===== config.mk =====
export PLATFORM = sky130hd
export DESIGN_NAME = integer_to_ascii_formatter
export DESIGN_NICKNAME = d
export VERILOG_FILES = /design/src/hdl/ita_pkg.sv /design/src/hdl/ita_bcd_cell.sv /design/src/hdl/integer_to_ascii_formatter.sv
export SDC_FILE = /design/constraint.sdc
export NUM_CORES = 1
export LEC_CHECK = 0
export BUFFER_PORTS_ARGS = -buffer_cell sky130_fd_sc_hd__clkbuf_2
export CAP_MARGIN = 30
export CORE_ASPECT_RATIO = 0.5
export CORE_MARGIN = 5
export CORE_UTILIZATION = 55
export CTS_BUF_LIST = sky130_fd_sc_hd__clkbuf_2
export DETAILED_ROUTE_END_ITERATION = 7
export PLACE_DENSITY = 0.86
export SETUP_SLACK_MARGIN = 0.4
export SYNTH_ARGS = -nofsm -noshare
export SYNTH_HDL_FRONTEND = slang
export SYNTH_SLANG_ARGS = --single-unit
export TNS_END_PERCENT = 50

===== constraint.sdc =====
create_clock -name clk -period 13.4 [get_ports clk]
set_input_delay 0.67 -clock clk [delete_from_list [all_inputs] [get_ports clk]]
set_output_delay 0.67 -clock clk [all_outputs]
set_load 0.05 [all_outputs]

===== src/hdl/ita_pkg.sv =====
// Shared types, constants and the character lookup for the integer-to-ASCII formatter.
// No dependencies; every other file imports this package.
package ita_pkg;

  // Format selector codes
  localparam logic [2:0] FMT_SDEC = 3'd0;
  localparam logic [2:0] FMT_UDEC = 3'd1;
  localparam logic [2:0] FMT_HEXL = 3'd2;
  localparam logic [2:0] FMT_HEXU = 3'd3;
  localparam logic [2:0] FMT_PTR  = 3'd4;

  localparam int FUNC_W        = 3;
  localparam int VALUE_W       = 64;
  localparam int CHAR_W        = 7;
  localparam int WORD_W        = 32;
  localparam int PTR_WIDTH_DEF = 64;
  localparam int DEC_CELLS     = 10;  // decimal digits of a 32-bit word
  localparam int NIBS          = 16;  // hex digits of a 64-bit word
  localparam int POS_W         = 4;

  localparam logic [CHAR_W-1:0] CH_ZERO  = 7'h30;
  localparam logic [CHAR_W-1:0] CH_MINUS = 7'h2D;
  localparam logic [CHAR_W-1:0] CH_X     = 7'h78;
  localparam logic [CHAR_W-1:0] CH_UA    = 7'h41;
  localparam logic [CHAR_W-1:0] CH_LA    = 7'h61;

  // Control broadcast to every BCD cell
  typedef struct packed {
    logic clear;
    logic shift;
  } cell_ctl_t;

  // Map one digit to its ASCII code
  function automatic logic [CHAR_W-1:0] digit_char(input logic [3:0] d, input logic upper);
    logic [CHAR_W-1:0] base;
    base = upper ? CH_UA : CH_LA;
    if (d < 4'd10) begin
      digit_char = CH_ZERO + {3'b000, d};
    end else begin
      digit_char = base + {3'b000, d} - 7'd10;
    end
  endfunction

endpackage


===== src/hdl/ita_bcd_cell.sv =====
// One decimal digit cell of the shift-and-add-3 binary to BCD chain.
// Depends on ita_pkg for the cell control struct.
module ita_bcd_cell (
  input  logic              clk,
  input  ita_pkg::cell_ctl_t ctl,
  input  logic              shift_in,
  output logic              shift_out,
  output logic [3:0]        digit
);
  import ita_pkg::*;

  logic [3:0] adj;

  // Add three when the digit would overflow past nine after doubling
  assign adj       = (digit >= 4'd5) ? digit + 4'd3 : digit;
  assign shift_out = adj[3];

  // Clear on load, shift in the neighbor's bit on each conversion step
  always_ff @(posedge clk) begin
    if (ctl.clear) begin
      digit <= 4'd0;
    end else if (ctl.shift) begin
      digit <= {adj[2:0], shift_in};
    end
  end

endmodule


===== src/hdl/integer_to_ascii_formatter.sv =====
// Integer to ASCII formatter: decimal through a chain of BCD cells, hex from nibbles.
// Depends on ita_pkg and ita_bcd_cell.
// Decimal items first shift through the cell chain; every format then skips leading zeros,
// then emits one character per cycle while the output is not stalled. One item at a time: a new
// item is taken only once the previous one has finished and the block is back in idle.
// Reset: rst (synchronous, active high) returns to idle and drops any pending character.
module integer_to_ascii_formatter #(
  parameter int PTR_WIDTH = ita_pkg::PTR_WIDTH_DEF
) (
  input  logic                         clk,
  input  logic                         rst,
  input  logic                         s_tvalid,
  output logic                         s_tready,
  input  logic [ita_pkg::VALUE_W-1:0]  s_tdata,   // [63:0] value
  input  logic [ita_pkg::FUNC_W-1:0]   s_tuser,   // [2:0] func
  output logic                         m_tvalid,
  input  logic                         m_tready,
  output logic [7:0]                   m_tdata,   // [6:0] char_code, [7] zero
  output logic                         m_tlast    // last
);
  import ita_pkg::*;

  localparam logic [VALUE_W-1:0] PTR_MASK = VALUE_W'((65'd1 << PTR_WIDTH) - 65'd1);

  localparam logic [2:0] ST_IDLE = 3'd0;
  localparam logic [2:0] ST_CONV = 3'd1;
  localparam logic [2:0] ST_SKIP = 3'd2;
  localparam logic [2:0] ST_PFX  = 3'd3;
  localparam logic [2:0] ST_DIGS = 3'd4;

  logic [2:0]         state;
  logic [4:0]         bit_cnt;
  logic [POS_W-1:0]   pos;
  logic [1:0]         pfx_cnt;
  logic               pfx_ptr;
  logic               dec_mode;
  logic               upper;
  logic [WORD_W-1:0]  sreg;
  logic [VALUE_W-1:0] val;

  logic               accept;
  logic               out_take;
  logic               emit;
  logic [WORD_W-1:0]  word;
  logic               neg;
  cell_ctl_t          cell_ctl;
  logic               carry [DEC_CELLS];
  logic [3:0]         bcd [DEC_CELLS];
  logic [3:0]         cur_digit;
  logic [CHAR_W-1:0]  pfx_char;

  assign s_tready = (state == ST_IDLE);
  assign accept   = s_tvalid && s_tready;
  assign out_take = !m_tvalid || m_tready;
  assign emit     = out_take && (state inside {ST_PFX, ST_DIGS});

  assign word = s_tdata[WORD_W-1:0];
  assign neg  = (s_tuser == FMT_SDEC) && word[WORD_W-1];

  // Drive the cell chain: clear on accept, shift during conversion
  assign cell_ctl.clear = accept;
  assign cell_ctl.shift = (state == ST_CONV);
  assign carry[0]       = sreg[WORD_W-1];

  // Row of BCD cells, least significant digit first
  for (genvar k = 0; k < DEC_CELLS; k++) begin : g_cell
    if (k == DEC_CELLS - 1) begin : g_top
      ita_bcd_cell u_cell (
        .clk      (clk),
        .ctl      (cell_ctl),
        .shift_in (carry[k]),
        .shift_out(),
        .digit    (bcd[k])
      );
    end else begin : g_mid
      ita_bcd_cell u_cell (
        .clk      (clk),
        .ctl      (cell_ctl),
        .shift_in (carry[k]),
        .shift_out(carry[k+1]),
        .digit    (bcd[k])
      );
    end
  end

  // Select the digit at the current position
  always_comb begin
    if (dec_mode) begin
      cur_digit = (pos < POS_W'(DEC_CELLS)) ? bcd[pos] : 4'd0;
    end else begin
      cur_digit = val[{pos, 2'b00} +: 4];
    end
  end

  // Prefix character: minus sign, or "0x" for pointers
  always_comb begin
    if (!pfx_ptr) begin
      pfx_char = CH_MINUS;
    end else if (pfx_cnt == 2'd2) begin
      pfx_char = CH_ZERO;
    end else begin
      pfx_char = CH_X;
    end
  end

  // Sequencer: load, convert, skip leading zeros, emit prefix and digits
  always_ff @(posedge clk) begin
    if (rst) begin
      state    <= ST_IDLE;
      m_tvalid <= 1'b0;
    end else begin
      if (emit) begin
        m_tvalid <= 1'b1;
      end else if (m_tready) begin
        m_tvalid <= 1'b0;
      end
      case (state)
        ST_IDLE: begin
          if (accept) begin
            upper    <= (s_tuser == FMT_HEXU);
            pfx_ptr  <= (s_tuser == FMT_PTR);
            pfx_cnt  <= (s_tuser == FMT_PTR) ? 2'd2 : (neg ? 2'd1 : 2'd0);
            bit_cnt  <= 5'd31;
            sreg     <= neg ? -word : word;
            dec_mode <= (s_tuser == FMT_SDEC) || (s_tuser == FMT_UDEC);
            case (s_tuser)
              FMT_SDEC, FMT_UDEC: begin
                pos   <= POS_W'(DEC_CELLS - 1);
                state <= ST_CONV;
              end
              FMT_HEXL, FMT_HEXU: begin
                val   <= {{(VALUE_W-WORD_W){1'b0}}, word};
                pos   <= POS_W'(WORD_W / 4 - 1);
                state <= ST_SKIP;
              end
              FMT_PTR: begin
                val   <= s_tdata & PTR_MASK;
                pos   <= POS_W'(NIBS - 1);
                state <= ST_SKIP;
              end
              default: begin
                state <= ST_IDLE;
              end
            endcase
          end
        end
        ST_CONV: begin
          sreg    <= {sreg[WORD_W-2:0], 1'b0};
          bit_cnt <= bit_cnt - 5'd1;
          if (bit_cnt == 5'd0) begin
            state <= ST_SKIP;
          end
        end
        ST_SKIP: begin
          if (pos != '0 && cur_digit == 4'd0) begin
            pos <= pos - POS_W'(1);
          end else begin
            state <= (pfx_cnt != 2'd0) ? ST_PFX : ST_DIGS;
          end
        end
        ST_PFX: begin
          if (out_take) begin
            m_tdata  <= {1'b0, pfx_char};
            m_tlast  <= 1'b0;
            pfx_cnt  <= pfx_cnt - 2'd1;
            if (pfx_cnt == 2'd1) begin
              state <= ST_DIGS;
            end
          end
        end
        ST_DIGS: begin
          if (out_take) begin
            m_tdata  <= {1'b0, digit_char(cur_digit, upper)};
            m_tlast  <= (pos == '0);
            if (pos == '0) begin
              state <= ST_IDLE;
            end else begin
              pos <= pos - POS_W'(1);
            end
          end
        end
        default: begin
          state <= ST_IDLE;
        end
      endcase
    end
  end

endmodule


Yosys cells after proc, flatten, opt, wreduce, memory -nomap -nowiden. Cells that the tools add are included.

Input port bits: 71. Output and inout bits: 11. Bits in registers: 163. Word-level logic and storage cells: 159.

Reduce and logical (&&, ||, !) cells: 30. Multiplexer cells: 54. Add/subtract/negate cells: 17. Order comparisons: 13. Shifts and indexed selects: 1. Bitwise operators: 2. Equal/unequal tests: 20.

Operator list (count): one-hot mux 64 bit (2 select lines) (1); two-way mux 4 bit (17); two-way mux 32 bit (2); one-hot mux 32 bit (2 select lines) (1); indexed part select 64 x 7 -> 4 bit (1); greater-or-equal comparator 4 x 3 -> 1 bit (second input constant) (10); adder 4 x 2 -> 4 bit (second input constant) (9); negator 32 bit (1); two-way mux 3 bit (9); one-hot mux 4 bit (3 select lines) (2); two-way mux 7 bit (3); binary-select mux 4 bit (select 4 bit) (1); two-way mux 8 bit (2); one-hot mux 8 bit (2 select lines) (1); one-hot mux 3 bit (5 select lines) (1); AND reduction 7 bit (2); equality test 3 x 2 -> 1 bit (second input constant) (4); AND reduction 4 bit (3); nonzero test 2 bit (6); inequality test 2 bit (second input constant) (5); one-hot mux 5 bit (2 select lines) (1); zero test 4 bit (2); < comparator 4 bit (second input constant) (2); inequality test 2 x 1 -> 1 bit (second input constant) (4); other kinds (31) (47).

Longest topological paths before layout.
Depth in word-level cells: 11. Mapped depth: 13. Gate-level depth less buffers: 10.

By module. A second synthesis with hierarchy kept.

Cells, all modules: 836. Area, all modules: 9107.5 µm².

By module, submodules not included: integer_to_ascii_formatter (cells an instance 526, sequential area each 3623.5 µm², area an instance 6505.0 µm², times used 1); ita_bcd_cell (cells an instance 31, sequential area each 80.1 µm², area an instance 260.2 µm², times used 10).

Worst setup path before layout. OpenSTA, ideal clock, no wires.

Path kind: register -> register. From: register state[2]. To: register val[0] (enable). Data required time: 12.835 ns. Data arrival time: 6.640 ns. Clock period less this slack: 7.206 ns. Stages on the path, launching flop included: 6. Slack: 6.194 ns. Path through: dfxtp_1 -> clkbuf_1 -> nor3_1 -> nand2_1 -> clkbuf_1 -> nor3_1.

Longest elaborated chain between the ends: 3.

Ends and longest elaborated chain: start, declared (RTL line integer_to_ascii_formatter.sv:31) `logic [2:0] state;`; start signal, assigned (RTL line integer_to_ascii_formatter.sv:158) `state <= (pfx_cnt != 2'd0) ? ST_PFX : ST_DIGS;`; zero test 3 bit * (RTL line integer_to_ascii_formatter.sv:52) `assign s_tready = (state == ST_IDLE);`; via s_tready (RTL line integer_to_ascii_formatter.sv:13) `output logic s_tready,`; logical AND 1 bit (RTL line integer_to_ascii_formatter.sv:53) `assign accept = s_tvalid && s_tready;`; AND reduction 4 bit (no line) *; end signal, assigned (RTL line integer_to_ascii_formatter.sv:132) `val <= {{(VALUE_W-WORD_W){1'b0}}, word};`; end signal, assigned (RTL line integer_to_ascii_formatter.sv:137) `val <= s_tdata & PTR_MASK;`; end, declared (RTL line integer_to_ascii_formatter.sv:39) `logic [VALUE_W-1:0] val;`.

The timed path passes the listed nets; every way through them passes the cells marked *. A chain may end at the register's enable or synchronous reset.

Final worst setup path.
From: register pos[0]. To: register pos[0] (enable).

Longest elaborated chain between the ends: 10.

Ends and longest elaborated chain: start, declared (RTL line integer_to_ascii_formatter.sv:33) `logic [POS_W-1:0] pos;`; start signal, assigned (RTL line integer_to_ascii_formatter.sv:128) `pos <= POS_W'(DEC_CELLS - 1);`; start signal, assigned (RTL line integer_to_ascii_formatter.sv:133) `pos <= POS_W'(WORD_W / 4 - 1);`; start signal, assigned (RTL line integer_to_ascii_formatter.sv:138) `pos <= POS_W'(NIBS - 1);`; inverter 4 -> 5 bit (implied by the code) (RTL line integer_to_ascii_formatter.sv:89) `cur_digit = (pos < POS_W'(DEC_CELLS)) ? bcd[pos] : 4'd0;`; binary-select mux 4 bit (select 4 bit) (RTL line integer_to_ascii_formatter.sv:89); two-way mux 4 bit (implied by the code) (2 in a row) (RTL line integer_to_ascii_formatter.sv:89); two-way mux 4 bit (RTL line integer_to_ascii_formatter.sv:89); two-way mux 4 bit (RTL line integer_to_ascii_formatter.sv:88) `if (dec_mode) begin`; zero test 4 bit (RTL line integer_to_ascii_formatter.sv:155) `if (pos != '0 && cur_digit == 4'd0) begin`; logical AND 1 bit (RTL line integer_to_ascii_formatter.sv:155); inequality test 2 bit (no line); AND reduction 7 bit (no line) *.

Mark *: on every way between the ends. The rest lies on a longest branch, timed or not. The select of a mux whose other input is x is not followed.

==> flow_summary.toml <==
[run_status]
status = "finished, final reports clean"

[critical_path]
cp_slowest_cell = "mux4_1"
required_ns = 13.83
critPathLaunchType = "flip-flop"
crit_top_cell = "inv_1"
crit_path_max_incr_delay_ns = 0.65
path_max_fanout = 39
crit_path_end_kind = "flip-flop"
worstSetupPathType = "flip-flop to flip-flop"
ff2ff_setup_slack_ns = 9.61
crit_chain = "buf_4 -> mux4_1 -> mux4_2 -> mux2_2 -> inv_1 -> ha_1 -> inv_1 -> a21oi_1 -> nand3_1 -> a2111oi_0 -> buf_1"
r2r_end = "pos[0]"
r2r_cells = 11
worstReg2RegStart = "pos[0]"
arrival_ns = 4.22

[global_routing]
grt_usage_pct = 21.0
antenna_found_initial = 1
grt_max_degree = 83
grt_pass1_wl_um = 31800
grt_pass1_vias = 6437
grt_overflow = 0

[sta]
setup_slack_ns = 9.61
worstMarginPinSlew_ns = 1.03
slew_headroom_pct = 31.6
tns_ns = 0
finalSetupViolCount = 0
fin_crit_sh_pct = 28.2
slew_violations = 0
skew_ns = 0.0466
period_minus_slack_ns = 3.79
fmax_mhz = 264
rsz0062_at_grt = "false"
hold_viol = 0

[power]
powerDensity_mw_per_mm2 = 114
total_leakage_power_nw = 3.45
ir_drop_mv = 0.0581

[yosys]
ys.flop_type = "edfxtp_1"
synth-edff-count = 118
synth_area_per_cell_um2 = 10.4
synth_nets = 934
synth_top_cell_by_area = "edfxtp_1"
yosysTopAreaCellShare_pct = 40.8
ys_warn_count = 0
async_reset_ff_share_pct = 0
synth_cell_types = 61
synth.area.top_cells = "edfxtp_1 41%, dfxtp_1 10%, o21ai_0 4.6%"
yosysSeqAreaShare_pct = 50.9
synth_cells = 836
synth_area_mm2 = 0.00869
yosys_register_bits = 162

[floorplan]
num_rows = 32
die_x_um = 188
ioPinCount = 82
die-area_mm2 = 0.0186
coreArea_mm2 = 0.0155
dieHeight_um = 98.9
start_util_pct = 56.2

[clock_tree]
ctsHoldBuffers = 0
cts-root-buf = "clkbuf_2"
htreeDepth = 4
clk_pin_slew_ns = 0.28
clk_latency_ns = 0.73
cts_tree = "yes"
clock-sinks = 162
cts_setup_buffers = 0
post_cts_resized = 0
clock_path_buffers = 2
cts-buffers-inserted = 17

[place]
portBuffers = 80
place_ws_ns = 9.68
gp_congestion = 0.883
dp_hpwl_um = 13400

[layout]
layout.nets = 994
syn_to_final_growth_pct = 8.93
utilization_pct = 61.2
layout-drive-gt1-share_pct = 16.3

[route]
wl_per_cell_um = 17.2
drcViolationCount = 0
wl_um = 19100
postRouteAntennaNets = 0
first_pass_iters = 8
vias_per_cell = 5.95
drtIter0Drc = 716
vias = 6626

[min_path]
min-delay-start = "s_tdata[13]"
whs_endpoint = "val[13]"
hold_class = "input port to flip-flop"
holdPathStages = 1

[job]
maxCapViolations = 0
## through the flow
stage          hold WS (ns)  std cells  total power, mW  instance area (µm²)
2_1_floorplan         0.455        836            0.768                 8690
3_3_place_gp          0.466       1078            0.820                 9200
3_5_place_dp          0.479       1080            0.830                 9230
4_1_cts              0.0839       1112             1.08                 9450
5_1_grt              0.0122       1114             1.14                 9460
6_report              0.156       1114             1.08                 9460
## report_power, final
group,switching (mW),internal [mW],leakage [nW]
clock network,0.196,0.0597,0.139
logic,0.146,0.0771,1.88
registers,0.0199,0.580,1.43
total,0.362,0.717,3.45
## how the worst max path moves through the flow
stage / slack (ns) / endpoint / depth (start not counted) / startpoint
after floorplan: 6.19 / val[0] / 5 / state[2]
after global placement: 9.34 / pos[0] / 10 / pos[0]
after detailed placement: 9.68 / pos[0] / 11 / pos[0]
after CTS: 9.65 / pos[0] / 11 / pos[0]
after global routing: 9.38 / pos[0] / 11 / pos[0]
final: 9.61 / pos[0] / 11 / pos[0]
## critical path, delay by kind of cell, from the launching register on
| kind | cells | cell delay, ns |
|---|---|---|
| adders and majority gates | 1 | 0.19 |
| and+or+nand+nor | 1 | 0.09 |
| DFF | 1 | 0.38 |
| buffers and inverters | 4 | 0.87 |
| AOI/OAI and AO/OA | 2 | 0.52 |
| muxes | 3 | 1.46 |
## registers in the layout, indices dropped and copies added (netlist names)
register / flops
bit_cnt: 5
dec_mode: 1
g_cell.g_mid.u_cell.digit: 36
g_cell.g_top.u_cell.digit: 4
m_tdata: 7
m_tlast: 1
m_tvalid: 1
pfx_cnt: 2
pfx_ptr: 1
pos: 4
sreg: 32
state: 3
upper: 1
val: 64
## routing by layer
metal  vias up  GRT usage [%]  routed length [µm]
met1      3173           28.3                8320
met4         0           6.71                 277
met5         -              0                   0
met2       248           34.0                9150
li1       3170              -                   -
met3        35           4.99                1380
## cell type report
cell class	instances	area [µm²]
Multi-Input combinational cell	588	3930
Clock buffer	17	85.1
Sequential cell	162	4420
Clock inverter	15	143
Inverter	36	135
Tap cell	204	255
Timing Repair Buffer	91	489
Antenna cell	1	2.50
Fill cell	1188	5990
## cells in the final DEF, fill, tap and decap left out, drive strengths merged, types with 2 or more instances in the layout
cell	instances
edfxtp	118
clkbuf	97
nand2	81
o21ai	79
a21oi	75
nor2	51
inv	46
dfxtp	44
nand3	37
and3	33
xnor2	28
ha	27
mux4	18
nand2b	17
xor2	15
mux2i	13
nor3b	13
nor3	13
buf	11
mux2	7
or3	7
and2	7
o31ai	6
a31oi	6
nand3b	5
nor4	5
nor2b	4
nand4	4
or4	4
clkinv	4
a41oi	3
o41ai	3
nor4b	3
o22ai	2
a22oi	2
a22o	2
## cells by family (layout without fill, tap and decap cells)
logic type,Yosys count,after routing,share of synthesized area (%)
buffers and inverters,86,159,4.09
AOI/OAI and AO/OA,190,190,12.1
muxes,38,38,7.38
xor gates and xnor gates,43,43,4.34
adders and majority gates,27,27,3.89
DFF,162,162,50.9
and+or+nand+nor,289,289,17.2
other,1,2,0.0432
## cells in the mapped netlist, drive strengths merged, types with 15 or more instances
cell type,number
o21ai,79
nor2,51
mux4,18
and3,33
a21oi,75
nand2,81
edfxtp,118
dfxtp,44
inv,36
ha,27
nand2b,17
xor2,15
xnor2,28
clkbuf,38
nand3,37
Note: power is estimated with default switching activity, not from simulation.
